[src/design/rfp_pkg.sv]
// shared types, field codes and helpers for the record field parser
// no dependencies; imported by every rfp module and the top level
`default_nettype none

package rfp_pkg;

  localparam int OFFSET_BITS_DEFAULT = 32;
  localparam int START_BITS          = 32;
  localparam int TDATA_OUT_BITS      = 136;

  // output tdata layout, lowest bit first
  localparam int TD_CODE_LSB  = 0;
  localparam int TD_PIDX_LSB  = 4;
  localparam int TD_VALUE_LSB = 36;
  localparam int TD_START_LSB = 100;
  localparam int TD_DONE_BIT  = 132;

  typedef logic [3:0] field_code_t;
  typedef logic [4:0] phase_t;

  localparam field_code_t FC_NAME         = 4'd0;
  localparam field_code_t FC_PARAM_COUNT  = 4'd4;
  localparam field_code_t FC_ADDRESS      = 4'd5;
  localparam field_code_t FC_DISPLAY_NAME = 4'd6;
  localparam field_code_t FC_UNIT         = 4'd8;
  localparam field_code_t FC_WRITABLE     = 4'd14;
  localparam field_code_t FC_RAMP         = 4'd15;

  localparam phase_t PHASE_START = {1'b0, FC_NAME};
  localparam phase_t PHASE_DONE  = 5'd31;

  localparam logic ST_OK    = 1'b0;
  localparam logic ST_TRUNC = 1'b1;

  typedef struct packed {
    logic       has_byte;
    logic [7:0] data_byte;
    logic       end_of_buffer;
  } rfp_item_t;

  typedef struct packed {
    logic                  result_status;
    field_code_t           field_code;
    logic [31:0]           param_index;
    logic [63:0]           field_value;
    logic [START_BITS-1:0] string_start;
    logic                  record_done;
  } rfp_result_t;

  function automatic logic is_string(input field_code_t code);
    return (code < FC_PARAM_COUNT) || ((code >= FC_DISPLAY_NAME) && (code <= FC_UNIT));
  endfunction

  // index of the final byte of a prefix or primitive
  function automatic logic [2:0] field_last_byte(input field_code_t code);
    logic [2:0] last;
    if (code == FC_ADDRESS) begin
      last = 3'd7;
    end else if (code >= FC_WRITABLE) begin
      last = 3'd0;
    end else begin
      last = 3'd3;
    end
    return last;
  endfunction

endpackage

`default_nettype wire

[src/design/rfp_in_reg.sv]
// input register of the record field parser: holds one accepted byte transaction
// depends on rfp_pkg
`default_nettype none

module rfp_in_reg
  import rfp_pkg::*;
(
  input  wire logic       clk,
  input  wire logic       rst,
  input  wire logic       s_tvalid,
  output logic            s_tready,
  input  wire logic [7:0] s_tdata,   // data_byte
  input  wire logic       s_tuser,   // has_byte
  input  wire logic       s_tlast,   // end_of_buffer
  input  wire logic       step,
  output rfp_item_t       item,
  output logic            item_valid
);

  logic accept;

  assign s_tready = !item_valid || step;
  assign accept   = s_tvalid && s_tready;

  always_ff @(posedge clk) begin
    if (rst) begin
      item_valid <= 1'b0;
    end else if (accept) begin
      item_valid <= 1'b1;
    end else if (step) begin
      item_valid <= 1'b0;
    end
  end

  always_ff @(posedge clk) begin
    if (accept) begin
      item.has_byte      <= s_tuser;
      item.data_byte     <= s_tdata;
      item.end_of_buffer <= s_tlast;
    end
  end

endmodule

`default_nettype wire

[src/design/rfp_walker.sv]
// schema walker: parser state registers and the per-byte decode step
// depends on rfp_pkg; produces up to two results per transaction
`default_nettype none

module rfp_walker
  import rfp_pkg::*;
#(
  parameter int OFFSET_BITS = OFFSET_BITS_DEFAULT
) (
  input  wire logic       clk,
  input  wire logic       rst,
  input  wire logic       step,
  input  wire rfp_item_t  item,
  output rfp_result_t     res0,
  output rfp_result_t     res1,
  output logic [1:0]      res_cnt
);

  phase_t                 phase, phase_next;
  logic [2:0]             biw, biw_next;
  logic [63:0]            acc, acc_next;
  logic [31:0]            left, left_next;
  logic [31:0]            params, params_next;
  logic [31:0]            cur, cur_next;
  logic [OFFSET_BITS-1:0] pos, pos_next;
  logic [OFFSET_BITS-1:0] origin, origin_next;
  logic                   complete, complete_next;

  logic [OFFSET_BITS-1:0] pos_inc;
  logic [START_BITS-1:0]  origin_s, pos_inc_s;
  logic [63:0]            acc_new;
  field_code_t            code;
  rfp_result_t            fres, eres;
  logic                   f_valid, e_valid, adv;
  logic [63:0]            adv_value;

  assign pos_inc = pos + 1'b1;
  assign code    = phase[3:0];

  if (OFFSET_BITS >= START_BITS) begin : g_wide_offset
    assign origin_s  = origin[START_BITS-1:0];
    assign pos_inc_s = pos_inc[START_BITS-1:0];
  end else begin : g_narrow_offset
    assign origin_s  = {{(START_BITS-OFFSET_BITS){1'b0}}, origin};
    assign pos_inc_s = {{(START_BITS-OFFSET_BITS){1'b0}}, pos_inc};
  end

  // little-endian byte lanes
  always_comb begin
    acc_new = acc;
    for (int i = 0; i < 8; i++) begin
      if (biw == 3'(i)) begin
        acc_new[8*i +: 8] = acc[8*i +: 8] | item.data_byte;
      end
    end
  end

  always_comb begin
    phase_next    = phase;
    biw_next      = biw;
    acc_next      = acc;
    left_next     = left;
    params_next   = params;
    cur_next      = cur;
    pos_next      = pos;
    origin_next   = origin;
    complete_next = complete;
    f_valid       = 1'b0;
    adv           = 1'b0;
    adv_value     = '0;
    fres          = '0;

    if (item.has_byte && !complete) begin
      pos_next = pos_inc;
      if (phase[4]) begin
        left_next = left - 32'd1;
        if (left == 32'd1) begin
          f_valid           = 1'b1;
          fres.field_value  = acc;
          fres.string_start = origin_s;
          adv               = 1'b1;
          adv_value         = acc;
        end
      end else if (biw == field_last_byte(code)) begin
        if (!is_string(code)) begin
          f_valid          = 1'b1;
          fres.field_value = acc_new;
          adv              = 1'b1;
          adv_value        = acc_new;
        end else if (acc_new == '0) begin
          // empty string reported as soon as its prefix is complete
          f_valid           = 1'b1;
          fres.string_start = pos_inc_s;
          adv               = 1'b1;
        end else begin
          origin_next = pos_inc;
          left_next   = acc_new[31:0];
          biw_next    = '0;
          acc_next    = acc_new;
          phase_next  = {1'b1, code};
        end
      end else begin
        acc_next = acc_new;
        biw_next = biw + 3'd1;
      end

      if (adv) begin
        acc_next  = '0;
        biw_next  = '0;
        left_next = '0;
        if (code == FC_PARAM_COUNT) begin
          params_next = adv_value[31:0];
          cur_next    = '0;
          if (adv_value[31:0] == '0) begin
            phase_next    = PHASE_DONE;
            complete_next = 1'b1;
          end else begin
            phase_next = {1'b0, FC_ADDRESS};
          end
        end else if (code == FC_RAMP) begin
          params_next = params - 32'd1;
          if (params == 32'd1) begin
            phase_next    = PHASE_DONE;
            complete_next = 1'b1;
          end else begin
            cur_next   = cur + 32'd1;
            phase_next = {1'b0, FC_ADDRESS};
          end
        end else begin
          phase_next = {1'b0, code + 4'd1};
        end
      end
    end

    fres.result_status = ST_OK;
    fres.field_code    = code;
    fres.param_index   = (code >= FC_ADDRESS) ? cur : '0;
    fres.record_done   = complete_next;

    // truncation reports the field in progress after this byte
    e_valid            = item.end_of_buffer && !complete_next;
    eres               = '0;
    eres.result_status = ST_TRUNC;
    eres.field_code    = phase_next[3:0];
    eres.param_index   = (phase_next[3:0] >= FC_ADDRESS) ? cur_next : '0;

    if (item.end_of_buffer) begin
      phase_next    = PHASE_START;
      biw_next      = '0;
      acc_next      = '0;
      left_next     = '0;
      params_next   = '0;
      cur_next      = '0;
      pos_next      = '0;
      origin_next   = '0;
      complete_next = 1'b0;
    end
  end

  assign res0    = f_valid ? fres : eres;
  assign res1    = eres;
  assign res_cnt = {1'b0, f_valid} + {1'b0, e_valid};

  always_ff @(posedge clk) begin
    if (rst) begin
      phase    <= PHASE_START;
      biw      <= '0;
      acc      <= '0;
      left     <= '0;
      params   <= '0;
      cur      <= '0;
      pos      <= '0;
      origin   <= '0;
      complete <= 1'b0;
    end else if (step) begin
      phase    <= phase_next;
      biw      <= biw_next;
      acc      <= acc_next;
      left     <= left_next;
      params   <= params_next;
      cur      <= cur_next;
      pos      <= pos_next;
      origin   <= origin_next;
      complete <= complete_next;
    end
  end

endmodule

`default_nettype wire

[src/design/rfp_out_buf.sv]
// result register pair of the record field parser and the output stream
// depends on rfp_pkg
`default_nettype none

module rfp_out_buf
  import rfp_pkg::*;
(
  input  wire logic                      clk,
  input  wire logic                      rst,
  input  wire logic                      step,
  input  wire rfp_result_t               res0,
  input  wire rfp_result_t               res1,
  input  wire logic [1:0]                res_cnt,
  output logic                           can_take,
  output logic                           m_tvalid,
  input  wire logic                      m_tready,
  output logic [TDATA_OUT_BITS-1:0]      m_tdata,
  output logic                           m_tuser,
  output logic                           m_tlast
);

  rfp_result_t slot0, slot1;
  logic [1:0]  cnt;
  logic        pop;

  assign m_tvalid = (cnt != 2'd0);
  assign m_tlast  = (cnt == 2'd1);
  assign pop      = m_tvalid && m_tready;
  assign can_take = (cnt == 2'd0) || ((cnt == 2'd1) && m_tready);

  assign m_tuser = slot0.result_status;
  assign m_tdata = {3'b000, slot0.record_done, slot0.string_start, slot0.field_value,
                    slot0.param_index, slot0.field_code};

  always_ff @(posedge clk) begin
    if (rst) begin
      cnt <= 2'd0;
    end else if (step) begin
      cnt <= res_cnt;
    end else if (pop) begin
      cnt <= cnt - 2'd1;
    end
  end

  always_ff @(posedge clk) begin
    if (step) begin
      slot0 <= res0;
      slot1 <= res1;
    end else if (pop) begin
      slot0 <= slot1;
    end
  end

endmodule

`default_nettype wire

[src/design/plugin_record_field_parser.sv]
// top level of the record field parser: input register, schema walker, result buffer
// depends on rfp_pkg, rfp_in_reg, rfp_walker, rfp_out_buf
//
// usage:
//   slave side takes one transaction per buffer byte: s_tdata is the byte, s_tuser
//   says a byte is present, s_tlast marks the end of the buffer after that byte.
//   master side gives one transaction per decoded field, and a truncation result
//   (m_tuser high) when the buffer ends before the record is complete; m_tlast
//   marks the final result caused by one input transaction.
// path: an accepted byte waits in the input register; its first result is then
//   registered in the result registers and shown on the master side once they are free.
// throughput: one byte per cycle while m_tready is high; the only limit is the result
//   register pair, which drains one result a cycle, so an end-of-buffer byte that yields
//   a field and a truncation result holds the input until its first result has drained.
// stalls: with m_tready low the block still takes one more byte into its input
//   register; s_tready drops once that register holds a byte and a result waits.
// reset: rst (synchronous) clears the walker to the start of a record and empties
//   both registers; the end-of-buffer marker does the same for the walker.
`default_nettype none

module plugin_record_field_parser
  import rfp_pkg::*;
#(
  parameter int OFFSET_BITS = OFFSET_BITS_DEFAULT
) (
  input  wire logic                      clk,
  input  wire logic                      rst,
  input  wire logic                      s_tvalid,
  output logic                           s_tready,
  input  wire logic [7:0]                s_tdata,  // data_byte
  input  wire logic                      s_tuser,  // has_byte
  input  wire logic                      s_tlast,  // end_of_buffer
  output logic                           m_tvalid,
  input  wire logic                      m_tready,
  // field_code, param_index, field_value, string_start, record_done, zero pad
  output logic [TDATA_OUT_BITS-1:0]      m_tdata,
  output logic                           m_tuser,  // result_status
  output logic                           m_tlast   // last_result
);

  rfp_item_t   item;
  logic        item_valid;
  logic        step;
  logic        can_take;
  rfp_result_t res0, res1;
  logic [1:0]  res_cnt;

  assign step = item_valid && can_take;

  rfp_in_reg u_in_reg (
    .clk        (clk),
    .rst        (rst),
    .s_tvalid   (s_tvalid),
    .s_tready   (s_tready),
    .s_tdata    (s_tdata),
    .s_tuser    (s_tuser),
    .s_tlast    (s_tlast),
    .step       (step),
    .item       (item),
    .item_valid (item_valid)
  );

  rfp_walker #(
    .OFFSET_BITS (OFFSET_BITS)
  ) u_walker (
    .clk     (clk),
    .rst     (rst),
    .step    (step),
    .item    (item),
    .res0    (res0),
    .res1    (res1),
    .res_cnt (res_cnt)
  );

  rfp_out_buf u_out_buf (
    .clk      (clk),
    .rst      (rst),
    .step     (step),
    .res0     (res0),
    .res1     (res1),
    .res_cnt  (res_cnt),
    .can_take (can_take),
    .m_tvalid (m_tvalid),
    .m_tready (m_tready),
    .m_tdata  (m_tdata),
    .m_tuser  (m_tuser),
    .m_tlast  (m_tlast)
  );

  // a truncation result always closes the results of its byte
  a_trunc_is_last: assert property (@(posedge clk) disable iff (rst)
    m_tvalid && (m_tuser == ST_TRUNC) |-> m_tlast)
    else $error("truncation result not last");

  // nothing follows the field that completes the record
  a_done_is_last: assert property (@(posedge clk) disable iff (rst)
    m_tvalid && m_tdata[TD_DONE_BIT] |-> m_tlast && (m_tuser == ST_OK))
    else $error("record done result not last");

  // input back-pressure only while results are waiting
  a_stall_has_results: assert property (@(posedge clk) disable iff (rst)
    !s_tready |-> m_tvalid)
    else $error("input stalled with no result pending");

endmodule

`default_nettype wire
[config.mk]
export PLATFORM = sky130hd
export DESIGN_NAME = plugin_record_field_parser
export DESIGN_NICKNAME = d
export VERILOG_FILES = /design/src/design/rfp_pkg.sv /design/src/design/rfp_in_reg.sv /design/src/design/rfp_walker.sv /design/src/design/rfp_out_buf.sv /design/src/design/plugin_record_field_parser.sv
export SDC_FILE = /design/constraint.sdc
export NUM_CORES = 1
export LEC_CHECK = 0
export ABC_AREA = 1
export ABC_CLOCK_PERIOD_IN_PS = 20300
export BUFFER_PORTS_ARGS = -buffer_cell sky130_fd_sc_hd__buf_2
export CAP_MARGIN = 20
export CORE_UTILIZATION = 40
export DETAILED_ROUTE_END_ITERATION = 12
export GPL_TIMING_DRIVEN = 1
export PLACE_DENSITY_LB_ADDON = 0.1
export SLEW_MARGIN = 20
export SYNTH_ARGS = -nofsm -noshare
export SYNTH_HDL_FRONTEND = slang
export SYNTH_SLANG_ARGS = --single-unit
[constraint.sdc]
create_clock -name clk -period 20.3 [get_ports clk]
set_input_delay 4.06 -clock clk [delete_from_list [all_inputs] [get_ports clk]]
set_output_delay 4.06 -clock clk [all_outputs]
set_load 0.02 [all_outputs]
==> impl_results.md, run 1 <==
* Status: complete, no violations
* Post-Syn Area at 23,200 um^2
* First-pass GRT wire length at 117,000 um
* Fillers at 5,789
* Number of synthesized flops with an enable pin at 180
* PD cells at 107 nW/um^2
* Pre-CTS setup slack at 11.49 ns
* Clock tree buffer depth at 3
* Initial core utilization at 0.408
* Die area at 59,000 um^2
* CTS H-Tree Depth at 2
* Tot Pwr at 0.00280 W
* Max-Cap Viols at 0
* Hold Path Class: register to register
* CTS Buf Count at 47
* FF+latch count, synth at 416
* I/O Pins at 154
* Sequential power share at 0.399
* TritonCTS clock tree: done
* Share of total power in the clock network at 0.324
* CP Data Required Time at 16.24 ns
* Async set or reset register ratio after synthesis at 0
* Post-DRT Antenna Nets at 0
* Tcrit/Tclk final at 0.434
* Drt pass-1 iters at 5
* Post-synth top flop: dfxtp_1
* Core area at 56,900 um^2
* Fmax achieved at 114 MHz
* Die height at 243 um
* Crit. End Element: output port
* Switching pwr at 0.000987 W
* Overflow left after global routing at 0
* Worst Hold Path Cells at 2
* Slew @ Worst Pin at 1.11 ns
* Hold Fails Final Rpt at 0
* Setup TNS at 0 ns
* Vias in the first global route at 20,400
* Antenna cell count at 0
* Final Critical Period at 8.81 ns
* Area contributors post-synth: edfxtp_1 23%, dfxtp_1 20%, nand2_1 9.8%
* Wire per inst at 18.5 um
* # clock sinks at 416
* Total number of vias at 21,500
* Top-count cell post-synth: nand2_1
* Int Power at 0.00181 W
* Fraction of layout cells with a size suffix above 1 at 0.114
* # rows at 87
* Synth top cells by count: 608 x nand2_1, 540 x nor2_1, 330 x inv_1
* Setup Crit Path Kind: input port to output port
* Synth cell types at 58
* CTS root buf: clkbuf_16
* DR iter-0 viols at 1,898
* Synth warn at 0
* Final WL at 74,100 um
* Via/cell ratio at 5.36
* Logic pwr share at 0.277
* Worst setup SP type: input port
* Post-synthesis cell count at 3,167
* Fin worst setup slack at 11.49 ns
* Synth top area share at 0.233
* Final nets at 3,248
* Leakage power at 10.2 nW
* Area Growth Syn to Fin at 12.0%
* VDD IR max at 0.129 mV
* Hold buffers post-CTS at 0
* RSZ-0062 raised after global routing: false
* Tot GR Track Use at 0.248
* Hold Crit Start: u_walker.origin[19]$_SDFFE_PP0P_
* Insertion delay to the later sink of the worst-skew pair at 0.60 ns
* Clock Pin Slew Worst Setup and Hold Paths at 0.06 ns
* Flop-to-flop setup slack at 15.02 ns
* PortBufs at 150
* RR Startpoint: u_walker.phase[4]$_SDFFE_PP0P_
* DRC at 0
* Cell accounting for the most synthesized area: edfxtp_1
* Reg2Reg Depth at 21
* Antenna violations before repair at 0
* Slew Viols, Final at 0
* Crit-path max FO at 3
* FF-to-FF End: u_out_buf.cnt[1]$_SDFFE_PP0P_
* Crit. Startpoint: m_tready
* Setup violators final at 0
* Relative slew margins at 0.261
* Register area share after synthesis at 0.436
* Synthesized area per cell at 7.34 um^2
* Routability cong. at 0.933
* Worst EP arrival at 4.75 ns
* Chip Width at 243 um
* Skew final at 0.0251 ns
* Detailed placer's ending HPWL at 49,400 um
* Post-CTS setup buffer count at 0
* CP Capture Point: s_tready
* Post_cts resized at 0
* Largest net degree at the start of global routing at 103
* Switching Share at 0.353
-- through the flow --
step,std cells,hold WS (ns),util,area (um^2)
after floorplan,3169,0.441,-,23200
after global placement,3921,0.448,0.428,24400
after CTS,4007,0.465,0.457,26000
after global routing,4008,0.489,0.457,26000
final,4008,0.465,0.457,26000
after detailed placement,3921,0.456,0.428,24400
-- final cells by class --
type	instances	area [um^2]	share of cell area
well taps	756	946	0.0364
repair buffers	180	990	0.0380
clock inverters	23	327	0.0126
inverters	345	1310	0.0502
multi-input cells	2225	11000	0.424
flip-flops and latches	416	10100	0.389
clock buffers	63	1300	0.0498
-- flip-flops by register name (all words and copies together), names as in the netlist --
signal / flops
u_out_buf.m_tdata: 133
u_out_buf.slot1: 36
u_out_buf.cnt: 2
u_walker.left: 32
u_walker.cur: 32
u_out_buf.m_tuser: 1
u_walker.pos: 32
u_walker.origin: 32
u_walker.acc: 64
u_walker.params: 32
u_walker.biw: 3
u_walker.phase: 5
u_walker.complete: 1
u_in_reg.item_valid: 1
u_in_reg.item: 10
-- power by group through the flow --
stage	clock network (W)	registers, W	logic (W)
4_1_cts	0.000925	0.00112	0.000778
3_3_place_gp	0	0.00113	0.000768
6_report	0.000904	0.00112	0.000775
3_5_place_dp	0	0.00113	0.000775
2_1_floorplan	0	0.00129	0.000407
5_1_grt	0.000959	0.00113	0.000851
-- how the worst min path moves through the flow --
stage | endpoint | slack, ns
6_report | u_walker.origin[19]$_SDFFE_PP0P_ | 0.46
5_1_grt | u_walker.origin[4]$_SDFFE_PP0P_ | 0.49
4_1_cts | u_walker.origin[9]$_SDFFE_PP0P_ | 0.46
3_5_place_dp | u_walker.origin[9]$_SDFFE_PP0P_ | 0.46
3_3_place_gp | u_walker.pos[4]$_SDFFE_PP0P_ | 0.45
2_1_floorplan | u_walker.pos[4]$_SDFFE_PP0P_ | 0.44
-- kinds of logic (layout without fill, tap and decap cells) --
group	Yosys count	after routing	synth area share
buf+inv	528	611	0.0929
fa+ha+maj	19	19	0.0102
xor+xnor	87	87	0.0328
compound gates	661	661	0.160
simple gates	1455	1455	0.267
flops	416	416	0.436
other cells	1	3	0.000161
-- cell usage in the layout, fill, tap and decap left out, types with 10 or more instances in the layout --
| master | n |
|---|---|
| a22oi_1 | 17 |
| nor4_1 | 13 |
| nor2_1 | 537 |
| a21boi_0 | 10 |
| edfxtp_1 | 180 |
| nand2_1 | 605 |
| nand3_1 | 130 |
| inv_1 | 329 |
| a211oi_1 | 27 |
| nand2_2 | 10 |
| a21oi_1 | 238 |
| a21oi_2 | 22 |
| nand4_1 | 28 |
| clkbuf_1 | 10 |
| ha_1 | 19 |
| xor2_1 | 78 |
| nand3_2 | 40 |
| buf_2 | 149 |
| o21ai_0 | 282 |
| dfxtp_1 | 236 |
| buf_4 | 29 |
| clkbuf_16 | 47 |
| o211a_1 | 11 |
| nor3_1 | 58 |
-- per-layer routing --
| layer | wire (um) | GRT usage | share of wire | vias to the layer above |
|---|---|---|---|---|
| met5 | 0 | 0 | 0 | - |
| met4 | 2100 | 0.0812 | 0.028 | 0 |
| met3 | 3840 | 0.0324 | 0.052 | 113 |
| met2 | 33800 | 0.396 | 0.46 | 615 |
| met1 | 34400 | 0.345 | 0.46 | 10300 |
| li1 | - | - | - | 10500 |
-- critical path, cell delays in order --
cell and delay, ns:
buf_2 0.11, a21oi_1 0.26, nand2_1 0.13, buf_2 0.18
No activity file was read; power rests on OpenSTA's default activity.
==> run 2, diff against run 1 <==
--- a/config.mk
+++ b/config.mk
@@ -6,7 +6,7 @@
 export NUM_CORES = 1
 export LEC_CHECK = 0
 export ABC_AREA = 1
-export ABC_CLOCK_PERIOD_IN_PS = 20300
+export ABC_CLOCK_PERIOD_IN_PS = 8800
 export BUFFER_PORTS_ARGS = -buffer_cell sky130_fd_sc_hd__buf_2
 export CAP_MARGIN = 20
 export CORE_UTILIZATION = 40
==> constraint.sdc (replaced) <==
create_clock -name clk -period 8.8 [get_ports clk]
set_input_delay 1.76 -clock clk [delete_from_list [all_inputs] [get_ports clk]]
set_output_delay 1.76 -clock clk [all_outputs]
set_load 0.02 [all_outputs]
==> run 2 against run 1 <==
  * Die area unchanged
  * Worst setup slack got worse by 7.8 ns
  * Combinational power increased by 130%
  * Sequential share of layout area increased by 0.15 points
  * Wire length increased by 0.94%
  * Non-clock buffer count decreased by 1
  * Count of clock-buffer cells in the layout increased by 4
  * Flip-flop and latch count unchanged
  * Largest cell class unchanged
  * Final cell count about the same
  * Clock skew increased by 0.0026 ns
  * Clock power increased by 120%
==> impl_results.md, run 2 (synthesized netlist as in run 1, its figures left out) <==
* TritonCTS clock tree: done
* Worst-path cell chain: ha_1 > nand2_1 > nor2_1 > nand2_1 > nor2_2 > nand2_2 > clkinv_1 > buf_4 > a21oi_2 > nand2_2 > o21ai_2 > inv_2 > o21ai_0 > nor2_1
* Insertion delay to the later sink of the worst-skew pair at 0.60 ns (about the same)
* Crit path depth at 14 (+10)
* Vias in the first global route at 20,100 (-1.5%)
* Commonest non-fill, non-tap cell in the layout: nand2_1
* Max-Cap Viols at 0 (unchanged)
* Leakage power at 10.2 nW (-0.50%)
* Clock tree buffer depth at 3 (unchanged)
* Die area at 59,000 um^2 (unchanged)
* # clock sinks at 416 (unchanged)
* Crit. End Element: register
* Overflow left after global routing at 0 (unchanged)
* Die height at 243 um (unchanged)
* PortBufs at 150 (unchanged)
* Antenna cell count at 0 (unchanged)
* Tot Pwr at 0.00634 W (+130%)
* Tcrit/Tclk final at 0.584
* Final nets at 3,248 (unchanged)
* First-pass GRT wire length at 116,000 um (-0.14%)
* Worst path bufs/invs at 3 (+1)
* Post-DRT Antenna Nets at 0 (unchanged)
* PD cells at 245 nW/um^2 (+130%)
* Reg2Reg Depth at 14 (-33%)
* Post-CTS setup buffer count at 0 (unchanged)
* Setup Crit Path Kind: register to register
* Via/cell ratio at 5.34 (-0.30%)
* DR iter-0 viols at 1,715 (-9.6%)
* Worst EP arrival at 5.66 ns (+0.91 ns)
* Tot GR Track Use at 0.248 (+0.000459)
* Antenna violations before repair at 1 (+1)
* CP Data Required Time at 9.32 ns (-6.92 ns)
* Wire per inst at 18.7 um (+0.89%)
* Placed cell areas at 24,400 um^2 (about the same)
* Crit path max-delay cell type: inv_2
* Core area at 56,900 um^2 (unchanged)
* Skew final at 0.0277 ns (+0.00263 ns)
* Drt pass-1 iters at 5 (unchanged)
* I/O Pins at 154 (unchanged)
* Status: complete, no violations
* RSZ-0062 raised after global routing: false
* Initial core utilization at 0.408 (unchanged)
* Post_cts resized at 0 (unchanged)
* Area Growth Syn to Fin at 11.5%
* Fmax achieved at 194 MHz
* Relative slew margins at 0.242 (-0.0194)
* Setup TNS at 0 ns (unchanged)
* Most frequent cells in the layout: 604 x nand2_1, 538 x nor2_1, 329 x inv_1
* Routability cong. at 0.940 (+0.76%)
* Clock Pin Slew Worst Setup and Hold Paths at 0.06 ns (about the same)
* CTS root buf: clkbuf_16
* CTS Buf Count at 48 (+2.1%)
* Fraction of layout cells with a size suffix above 1 at 0.113 (-0.000685)
* Crit-path max FO at 64 (+61)
* Hold Path Class: register to register
* Worst setup SP type: register
* Slew @ Worst Pin at 1.14 ns (+0.0290 ns)
* Chip Width at 243 um (unchanged)
* Total number of vias at 21,400 (-0.25%)
* VDD IR max at 0.174 mV (+35%)
* Hold Fails Final Rpt at 0 (unchanged)
* DRC at 0 (unchanged)
* Slew Viols, Final at 0 (unchanged)
* Hold buffers post-CTS at 0 (unchanged)
* Design area at 25,900 um^2 (-0.38%)
* Flop-to-flop setup slack at 3.66 ns (-11.36 ns)
* Crit-path max cell delay at 0.86 ns (+0.60 ns)
* Final WL at 74,800 um (+0.94%)
* Worst Hold Path Cells at 2 (unchanged)
* Setup violators final at 0 (unchanged)
* Detailed placer's ending HPWL at 50,300 um (+1.8%)
* Largest net degree at the start of global routing at 85 (-17%)
* Flip-flop count of the largest register after layout at 133 (unchanged)
* # rows at 87 (unchanged)
* Final Critical Period at 5.14 ns
* Family with the most delay on the worst path: simple AND/OR/NAND/NOR gates
* CTS H-Tree Depth at 2 (unchanged)
==> run 2: layout make-up <==
class | count | area (um^2)
fillers | 5742 | 31000
multi-input cells | 2225 | 11000
flip-flops and latches | 416 | 10100
clock buffers | 67 | 1340
inverters | 345 | 1310
repair buffers | 179 | 978
well taps | 756 | 946
clock inverters | 22 | 186
==> run 2: per-stage QoR <==
step,cells,hold slack [ns],utilization,worst slack (ns)
2_1_floorplan,3169,0.441,-,1.04
3_3_place_gp,3920,0.448,0.428,3.56
3_5_place_dp,3920,0.456,0.428,3.62
4_1_cts,4009,0.468,0.455,3.63
5_1_grt,4010,0.485,0.455,3.35
6_report,4010,0.466,0.455,3.66
==> run 2: routing by layer <==
layer | vias to the layer above | GRT usage | share of wire
li1 | 10500 | - | -
met1 | 10100 | 0.336 | 0.45
met2 | 697 | 0.405 | 0.46
met3 | 114 | 0.0397 | 0.062
met4 | 2 | 0.0747 | 0.027
met5 | - | 0 | 0.00017
==> run 2: worst paths after layout <==
| path | endpoint | startpoint |
|---|---|---|
| worst max-delay path | u_walker.acc[43]$_SDFFE_PP0P_ | u_walker.left[0]$_SDFFE_PP0P_ |
| worst min register to register | u_walker.origin[11]$_SDFFE_PP0P_ | u_walker.origin[11]$_SDFFE_PP0P_ |
| worst max register to register | u_walker.acc[43]$_SDFFE_PP0P_ | u_walker.left[0]$_SDFFE_PP0P_ |
| worst min-delay path | u_walker.origin[11]$_SDFFE_PP0P_ | u_walker.origin[11]$_SDFFE_PP0P_ |
==> run 2: worst register-to-register path: cells and delay by family (launching register included) <==
kind	cells	cell delay [ns]
buffers and inverters	3	1.56
AOI/OAI and AO/OA	3	0.75
adders and majority gates	1	0.20
DFF	1	0.40
and+or+nand+nor	7	2.17
==> run 2: report_power, final <==
group | switching, W | total [W] | leakage, nW | internal [W]
Clock | 0.000850 | 0.00198 | 0.745 | 0.00113
Sequential | 0.000148 | 0.00258 | 3.65 | 0.00243
Combinational | 0.00128 | 0.00178 | 5.77 | 0.000494
